==> config.mk <==
export PLATFORM = sky130hd
export DESIGN_NAME = signed_int64_to_decimal_ascii
export DESIGN_NICKNAME = d
export VERILOG_FILES = /design/src/hdl/s64da_pkg.sv /design/src/hdl/s64da_dabble_stage.sv /design/src/hdl/s64da_serializer.sv /design/src/hdl/signed_int64_to_decimal_ascii.sv
export VERILOG_INCLUDE_DIRS = /design/src /design/src/hdl
export SDC_FILE = /design/constraint.sdc
export NUM_CORES = 2
export LEC_CHECK = 0
export BUFFER_PORTS_ARGS = -buffer_cell sky130_fd_sc_hd__buf_2
export CORE_MARGIN = 2
export CORE_UTILIZATION = 67
export DETAILED_ROUTE_END_ITERATION = 7
export GPL_TIMING_DRIVEN = 0
export PLACE_DENSITY = 0.84
export RECOVER_POWER = 50
export SLEW_MARGIN = 0
export SYNTH_ARGS = -nofsm -noshare
export SYNTH_HDL_FRONTEND = slang
export SYNTH_SLANG_ARGS = --single-unit
==> constraint.sdc <==
create_clock -name clock -period 11.4 [get_ports clock]
set_clock_uncertainty 0.2 [all_clocks]
set_input_delay 1.14 -clock clock [delete_from_list [all_inputs] [get_ports clock]]
set_output_delay 1.14 -clock clock [all_outputs]
set_load 0.02 [all_outputs]
==> src/hdl/signed_int64_to_decimal_ascii_assert.svh <==
// assertion macros for the decimal ascii converter
`ifndef SIGNED_INT64_TO_DECIMAL_ASCII_ASSERT_SVH
`define SIGNED_INT64_TO_DECIMAL_ASCII_ASSERT_SVH
`ifndef NO_ASSERTIONS
`define S64DA_ASSERT_NOW(label, ante, cons) \
   label: assert property (@(posedge clock) disable iff (reset) (ante) |-> (cons)) \
      else $error("assertion failed");
`define S64DA_ASSERT_NEXT(label, ante, cons) \
   label: assert property (@(posedge clock) disable iff (reset) (ante) |=> (cons)) \
      else $error("assertion failed");
`else
`define S64DA_ASSERT_NOW(label, ante, cons)
`define S64DA_ASSERT_NEXT(label, ante, cons)
`endif
`endif

==> src/hdl/s64da_pkg.sv <==
package s64da_pkg;
   localparam int ValueBits     = 64;
   localparam int NumDigits     = 20;
   localparam int BcdBits       = NumDigits * 4;
   localparam int StepsPerStage = 8;
   localparam int NumStages     = ValueBits / StepsPerStage;
   localparam int IdxBits       = $clog2(NumDigits);
   localparam int CharBits      = 6;
   localparam logic [CharBits-1:0] CharZero  = 6'd48;
   localparam logic [CharBits-1:0] CharMinus = 6'd45;

   typedef struct packed {
      logic                 neg;
      logic [BcdBits-1:0]   bcd;
      logic [ValueBits-1:0] bin;
   } dabble_type;
endpackage

==> src/hdl/s64da_dabble_stage.sv <==
module s64da_dabble_stage import s64da_pkg::*; (
   input  logic       clock,
   input  logic       reset,
   input  logic       in_valid,
   input  dabble_type in_data,
   output logic       in_ready,
   output logic       out_valid,
   output dabble_type out_data,
   input  logic       out_ready
);
   function automatic dabble_type dabble_steps(dabble_type d);
      dabble_type r;
      r = d;
      for (int s = 0; s < StepsPerStage; s++) begin
         for (int n = 0; n < NumDigits; n++) begin
            if (r.bcd[n*4 +: 4] >= 4'd5) begin
               r.bcd[n*4 +: 4] = r.bcd[n*4 +: 4] + 4'd3;
            end
         end
         {r.bcd, r.bin} = {r.bcd[BcdBits-2:0], r.bin, 1'b0};
      end
      return r;
   endfunction

   logic       valid_ff, valid_in;
   dabble_type data_ff;

   assign in_ready  = !valid_ff || out_ready;
   assign valid_in  = in_ready ? in_valid : valid_ff;
   assign out_valid = valid_ff;
   assign out_data  = data_ff;

   always_ff @(posedge clock) begin
      if (reset) begin
         valid_ff <= 1'b0;
      end else begin
         valid_ff <= valid_in;
      end
      if (in_ready && in_valid) begin
         data_ff <= dabble_steps(in_data);
      end
   end
endmodule

==> src/hdl/s64da_serializer.sv <==
module s64da_serializer import s64da_pkg::*; (
   input  logic                clock,
   input  logic                reset,
   input  logic                in_valid,
   input  dabble_type          in_data,
   output logic                in_ready,
   output logic                rsp_valid,
   input  logic                rsp_stall,
   output logic [CharBits-1:0] rsp_text_char,
   output logic                rsp_last_char
);
`include "signed_int64_to_decimal_ascii_assert.svh"

   function automatic logic [IdxBits-1:0] lead_digit(logic [BcdBits-1:0] bcd);
      logic [IdxBits-1:0] r;
      r = '0;
      for (int n = 0; n < NumDigits; n++) begin
         if (bcd[n*4 +: 4] != 4'd0) begin
            r = IdxBits'(n);
         end
      end
      return r;
   endfunction

   logic                busy_ff, busy_in;
   logic                minus_ff, minus_in;
   logic [IdxBits-1:0]  idx_ff, idx_in;
   logic [BcdBits-1:0]  bcd_ff;
   logic                xfer, load;

   assign xfer          = busy_ff && !rsp_stall;
   assign rsp_valid     = busy_ff;
   assign rsp_last_char = !minus_ff && (idx_ff == '0);
   assign rsp_text_char = minus_ff ? CharMinus
                        : CharZero + CharBits'(bcd_ff[idx_ff*4 +: 4]);
   assign in_ready      = !busy_ff || (xfer && rsp_last_char);
   assign load          = in_ready && in_valid;

   always_comb begin
      busy_in  = busy_ff;
      minus_in = minus_ff;
      idx_in   = idx_ff;
      if (xfer) begin
         if (minus_ff) begin
            minus_in = 1'b0;
         end else if (idx_ff == '0) begin
            busy_in = 1'b0;
         end else begin
            idx_in = idx_ff - 1'b1;
         end
      end
      if (load) begin
         busy_in  = 1'b1;
         minus_in = in_data.neg;
         idx_in   = lead_digit(in_data.bcd);
      end
   end

   always_ff @(posedge clock) begin
      if (reset) begin
         busy_ff  <= 1'b0;
         minus_ff <= 1'b0;
         idx_ff   <= '0;
      end else begin
         busy_ff  <= busy_in;
         minus_ff <= minus_in;
         idx_ff   <= idx_in;
      end
      if (load) begin
         bcd_ff <= in_data.bcd;
      end
   end

   `S64DA_ASSERT_NOW(idx_in_range, busy_ff, idx_ff < IdxBits'(NumDigits))
   `S64DA_ASSERT_NOW(minus_not_last, busy_ff && minus_ff, !rsp_last_char)
   `S64DA_ASSERT_NEXT(idle_after_last, xfer && rsp_last_char && !in_valid, !busy_ff)
endmodule

==> src/hdl/signed_int64_to_decimal_ascii.sv <==
// channel   ports                                   direction
// request   req_valid req_stall req_value           in
// response  rsp_valid rsp_stall rsp_text_char       out
//           rsp_last_char
// one value leaves as 1 to 20 characters, one per cycle without stall
// a value passes a negate register, 8 double-dabble stages and the serializer
// register, in that order, before its first character transfers
// the character serializer bounds the flow: it loads a new value as the last
// character of the one before transfers; stages fill behind a busy serializer
// reset clears all valid bits; stall holds every stage, nothing is lost
module signed_int64_to_decimal_ascii import s64da_pkg::*; (
   input  logic                 clock,
   input  logic                 reset,
   input  logic                 req_valid,
   output logic                 req_stall,
   input  logic [ValueBits-1:0] req_value,
   output logic                 rsp_valid,
   input  logic                 rsp_stall,
   output logic [CharBits-1:0]  rsp_text_char,
   output logic                 rsp_last_char
);
   logic       neg_valid_ff, neg_valid_in, neg_ready;
   dabble_type neg_ff;
   logic       stg_valid [0:NumStages];
   dabble_type stg_data  [0:NumStages];
   logic       stg_ready [0:NumStages];

   assign neg_ready    = !neg_valid_ff || stg_ready[0];
   assign req_stall    = !neg_ready;
   assign neg_valid_in = neg_ready ? req_valid : neg_valid_ff;

   always_ff @(posedge clock) begin
      if (reset) begin
         neg_valid_ff <= 1'b0;
      end else begin
         neg_valid_ff <= neg_valid_in;
      end
      if (neg_ready && req_valid) begin
         neg_ff.neg <= req_value[ValueBits-1];
         neg_ff.bcd <= '0;
         neg_ff.bin <= req_value[ValueBits-1] ? ('0 - req_value) : req_value;
      end
   end

   assign stg_valid[0] = neg_valid_ff;
   assign stg_data[0]  = neg_ff;

   for (genvar i = 0; i < NumStages; i++) begin : g_stage
      s64da_dabble_stage u_stage (
         .clock     (clock),
         .reset     (reset),
         .in_valid  (stg_valid[i]),
         .in_data   (stg_data[i]),
         .in_ready  (stg_ready[i]),
         .out_valid (stg_valid[i+1]),
         .out_data  (stg_data[i+1]),
         .out_ready (stg_ready[i+1])
      );
   end

   s64da_serializer u_serial (
      .clock         (clock),
      .reset         (reset),
      .in_valid      (stg_valid[NumStages]),
      .in_data       (stg_data[NumStages]),
      .in_ready      (stg_ready[NumStages]),
      .rsp_valid     (rsp_valid),
      .rsp_stall     (rsp_stall),
      .rsp_text_char (rsp_text_char),
      .rsp_last_char (rsp_last_char)
   );
endmodule

After elaboration in Yosys (flattened, before gate mapping). Cells that the tools add are included. W data, S select, Z words.

Register bits after elaboration: 1033. Bits in latches: 0. Memory bits (writable): 0. Memory bits (read-only): 0. Logic and storage cells: 4609. Memories: 0.

Add/subtract/negate cells: 1158. Multipliers: 0. Div/mod/pow operators: 0. $lt $le $gt $ge: 1155. Eq/ne operators: 2. Shift-type cells: 1. Mux-type cells: 2194. Bitwise gates (word level): 0. Reduce and logical (&&, ||, !) cells: 60.

Operator list (count): $mux W4 (2066); $ge A4 B3 Y1 const B (1155); $add A4 B2 Y4 const B (1099); $mux W3 (109); $add A3 B2 Y3 const B (56); $shiftx A80 B8 Y4 (1); $reduce_bool A4 Y1 (19); $sub A1 B64 Y64 const A (1); $mux W63 (1); $mux W5 (8); $logic_and A1 B1 Y1 (13); $logic_not A1 Y1 (13); $logic_or A1 B1 Y1 (10); $mux W1 (7); $add A5 B5 Y6 const A (1); $mux W6 (1); $reduce_and A3 Y1 (2); $logic_not A5 Y1 (1); $sub A5 B1 Y5 const B (1); $mux W2 (2); $reduce_bool A2 Y1 (2); $ne A2 B1 Y1 const B (1); $ne A2 B2 Y1 const B (1).

Logic depth before layout (Yosys ltp).
Depth in word-level cells: 34. Mapped depth: 39.

Modules after synthesis. From an unflattened synthesis, not the netlist that was laid out.

Cell total of the unflattened synthesis: 26918. Area total of the unflattened synthesis: 206785.8 um^2.

Modules (own cells, without submodules): s64da_dabble_stage (times used 8, cells each 3299, area an instance 24920.2 um^2, sequential area each 4134.0 um^2); s64da_serializer (times used 1, cells each 241, area an instance 3892.5 um^2, sequential area each 2542.4 um^2); signed_int64_to_decimal_ascii (times used 1, cells each 285, area an instance 3532.1 um^2, sequential area each 1971.9 um^2).

Worst setup path before layout. No wires, ideal clock.

Kind: reg2reg. Start: register u_serial.idx_ff[0]. End: register g_stage[7].u_stage.data_ff (netlist bit g_stage[7].u_stage.out_data[100]), enable pin. Setup time: 644 ps. Arrival: 7716 ps. Data required time: 10556 ps. Slack: 2840 ps. Stages on the path, launching flop included: 8. Period minus slack after synthesis: 8560 ps. Path through: dfxtp_1 -> clkbuf_1 -> buf_1 -> inv_1 -> ha_1 -> nand2_1 -> o41a_1 -> a21boi_0.

Word-level cells in the longest chain between the ends: 6.

RTL lines: start: declaration (RTL line s64da_serializer.sv:27) `logic [IdxBits-1:0] idx_ff, idx_in;`; start signal: assignment (RTL line s64da_serializer.sv:67) `idx_ff <= idx_in;`; $logic_not A5 Y1 (RTL line s64da_serializer.sv:33) `assign rsp_last_char = !minus_ff && (idx_ff == '0);`; $logic_and A1 B1 Y1 (RTL line s64da_serializer.sv:33); $logic_and A1 B1 Y1 (RTL line s64da_serializer.sv:36) `assign in_ready = !busy_ff || (xfer && rsp_last_char);`; $logic_or A1 B1 Y1 (RTL line s64da_serializer.sv:36); $logic_or A1 B1 Y1 (RTL line s64da_dabble_stage.sv:28) `assign in_ready = !valid_ff || out_ready;`; $logic_and A1 B1 Y1 (RTL line s64da_dabble_stage.sv:39) `if (in_ready && in_valid) begin`; end signal: assignment (RTL line s64da_dabble_stage.sv:40) `data_ff <= dabble_steps(in_data);`; end: declaration (RTL line s64da_dabble_stage.sv:26) `dabble_type data_ff;`.

Every way passes these cells. A chain may end at the register's enable or synchronous reset.

Final worst setup path.
Start: register g_stage[6].u_stage.data_ff (netlist bit g_stage[6].u_stage.out_data[132]). End: register g_stage[7].u_stage.data_ff (netlist bit g_stage[7].u_stage.out_data[137]) (data pin).

Word-level cells in the longest chain between the ends: 23.

RTL lines: start: declaration (RTL line s64da_dabble_stage.sv:26); start signal: assignment (RTL line s64da_dabble_stage.sv:40); $add A4 B2 Y4 or $ge A4 B3 Y1 (tied branches) (RTL line s64da_dabble_stage.sv:17, s64da_dabble_stage.sv:16); $mux W4 (*) (RTL line s64da_dabble_stage.sv:16) `if (r.bcd[n*4 +: 4] >= 4'd5) begin`; $mux W4 (*) (RTL line s64da_dabble_stage.sv:39); $add A4 B2 Y4 or $ge A4 B3 Y1 (tied branches) (RTL line s64da_dabble_stage.sv:17, s64da_dabble_stage.sv:16); $mux W4 (RTL line s64da_dabble_stage.sv:16); $mux W4 (RTL line s64da_dabble_stage.sv:39); $add A4 B2 Y4 or $ge A4 B3 Y1 (tied branches) (RTL line s64da_dabble_stage.sv:17, s64da_dabble_stage.sv:16); $mux W4 (RTL line s64da_dabble_stage.sv:16); [... 7 more ...]; $add A4 B2 Y4 or $ge A4 B3 Y1 (tied branches) (RTL line s64da_dabble_stage.sv:17, s64da_dabble_stage.sv:16); $mux W4 (RTL line s64da_dabble_stage.sv:16); $mux W4 (RTL line s64da_dabble_stage.sv:39); $add A4 B2 Y4 or $ge A4 B3 Y1 (tied branches) (RTL line s64da_dabble_stage.sv:17, s64da_dabble_stage.sv:16); $mux W4 (RTL line s64da_dabble_stage.sv:16); $mux W4 (RTL line s64da_dabble_stage.sv:39); $add A4 B2 Y4 or $ge A4 B3 Y1 (tied branches) (RTL line s64da_dabble_stage.sv:17, s64da_dabble_stage.sv:16); $mux W4 (*) (RTL line s64da_dabble_stage.sv:16).

Every way passes the cells marked *; elsewhere a longest branch is shown, timed or not. The select of a mux whose other input is x is not followed.

==> out/metrics.yaml <==
syn_area_per_cell_um2: 7.93
maxSlewViolCount: 359
vias: 91400
fmax_ghz: 0.124
coreArea_um2: 141000
grt.overflow.total: 0
max_stage_delay_ns: 0.71
grt_pass1_vias: 85000
regArea_um2: 22900
gp_congestion: 0.896
ys_ff_latch: 767
rsz0062_at_grt: "false"
drt-total-wl_um: 225000
drive_gt1_share_pct: 7.31
clkLatencyLatePin_ns: 0.73
hold_class: "flip-flop to flip-flop"
cp_num_buf_inv: 8
synth_edf_count: 751
gr-usage-met2_pct: 56.7
detail_route.first_pass.iterations: 8
worstPathRequired_ns: 11.64
status: "complete, but fails checks"
multi_input_area_um2: 68100
synth_cells: 12000
htree_levels: 3
cap_violations: 13
syn-cell-area_um2: 95500
hpwl_um: 173000
fillers: 10700
path_delay_family: "compound AO/OA/AOI/OAI gates"
grt_start_max_net_pins: 83
final_cell_mix: "nor2_1, o21ai_0, a21oi_1"
wl_per_cell_um: 15.9
slew_headroom_pct: -132
drt-initial-drc-count: 6545
syn_nets: 12700
grt_usage_pct: 29.4
grt_busiest_layer: "met2"
fin_nets: 12900
worstSetupEndpointType: "flip-flop"
yosysWarnings: 0
fin_tns_setup_ns: 0
hold_violations: 0
clock-sinks: 767
die_w_um: 381
rows: 138
ys_seq_area_share_pct: 24.0
slowest_stage: "a221oi_1"
cts_hold_buffers: 0
fin_crit_ns: 8.04
cts_resized: 0
dieArea_um2: 146000
viasPerCell: 6.44
fin_hold_ws_ns: 0.211
final_common_cell: "nor2_1"
tightest_slew_ns: 3.46
route.detailed.drc: 5
async_flop_share_pct: 0
setup_violations: 0
grt_use_met3_pct: 3.12
cp.arrival_ns: 8.27
min_period_over_period_pct: 70.5
synth_ff_type: "edfxtp_1"
critPathLaunchType: "flip-flop"
portBuffers: 74
crit_top_cell: "inv_1"
worstPathMaxFanout: 10
synth_cell_types: 127
failed_checks: "design-rule violations, max-capacitance violations, max-slew violations"
post_cts_buffers: 0
cts_tree: "built"
cts-root-buf: "clkbuf_16"
cts_buffers: 89
antenna_found_initial: 10
ant_nets: 0
grt_use_met1_pct: 33.5
worstSetupPathType: "flip-flop to flip-flop"
area_delta_synth_final_pct: 6.44
cts_buffer_depth: 3
grt_first_pass_wirelength_um: 378000
ioPinCount: 77
die_h_um: 381
start_util_pct: 67.5
clkSlewWorstSetupHoldPaths_ns: 0.06
metrics by stage:
stage | setup WS (ns) | area [µm²] | util, % | cells
after floorplan | 2.84 | 95500 | - | 12000
after global placement | -2.44 | 98200 | 69.4 | 14000
after detailed placement | 3.54 | 98800 | 69.9 | 14000
after CTS | 3.44 | 102000 | 72.0 | 14200
after global routing | 2.41 | 102000 | 71.9 | 14200
final | 3.36 | 102000 | 71.9 | 14200
sequential cells by signal (all words and copies together), names as in the netlist:
signal and flops:
neg_valid_ff 1, u_serial.idx_ff 5, g_stage.u_stage.out_valid 8, g_stage.u_stage.out_data 606
neg_ff 65, u_serial.minus_ff 1, u_serial.bcd_ff 80, u_serial.rsp_valid 1
Yosys cell counts (all sizes together), types with 81 or more instances:
cell / number / area [µm²]
inv: 952 / 3570
ha: 589 / 7370
o211ai: 212 / 1600
a21oi: 1028 / 5270
o31ai: 127 / 1000
edfxtp: 751 / 22600
a21o: 148 / 1110
nor2b: 179 / 1120
mux2i: 356 / 3570
a211oi: 189 / 1450
o21bai: 81 / 612
nor3: 297 / 1520
a31oi: 248 / 1560
o21a: 154 / 1160
nor3b: 129 / 973
xor2: 158 / 1410
clkbuf: 208 / 786
nand3: 262 / 1310
nand2b: 269 / 1700
o22ai: 136 / 863
or2: 122 / 763
mux2: 229 / 2580
nor2: 1011 / 3800
nand2: 905 / 3400
o21ai: 1161 / 5830
xnor2: 511 / 4680
and2: 145 / 907
or3: 104 / 656
and3: 81 / 507
worst paths after layout:
path | to | start | cells past startpoint | slack, ns
setup reg to reg | g_stage[7].u_stage.out_data[137] | g_stage[6].u_stage.out_data[132] | 34 | 3.36
hold / removal | g_stage[3].u_stage.out_data[54] | g_stage[2].u_stage.out_data[46] | 0 | 0.21
setup / recovery | g_stage[7].u_stage.out_data[137] | g_stage[6].u_stage.out_data[132] | 34 | 3.36
hold reg to reg | g_stage[3].u_stage.out_data[54] | g_stage[2].u_stage.out_data[46] | 0 | 0.21
area by class of cell:
class | instances | area share [%]
Antenna cell | 8 | 0.0197
Buffer | 235 | 0.899
Clock buffer | 107 | 2.30
Clock inverter | 58 | 0.707
Inverter | 955 | 3.53
Multi-Input combinational cell | 10100 | 67.0
Sequential cell | 767 | 22.5
Tap cell | 1890 | 2.33
Timing Repair Buffer | 99 | 0.696
metal layers:
layer / vias up / share of wire (%)
li1: 45700 / -
met1: 43100 / 41
met2: 2241 / 52
met3: 452 / 4.2
met4: 2 / 3.1
met5: - / 0.0044
cell families after synthesis:
group | share of synthesized area, %
muxes | 7.01
other | 0.00393
and+or+nand+nor | 19.3
DFF | 24.0
xor gates and xnor gates | 6.44
adders and majority gates | 8.12
buffers and inverters | 4.71
AOI/OAI and AO/OA | 30.5
Power is not shown: default switching activity piles up to over one toggle a cycle in this logic, so the estimate is an artifact.
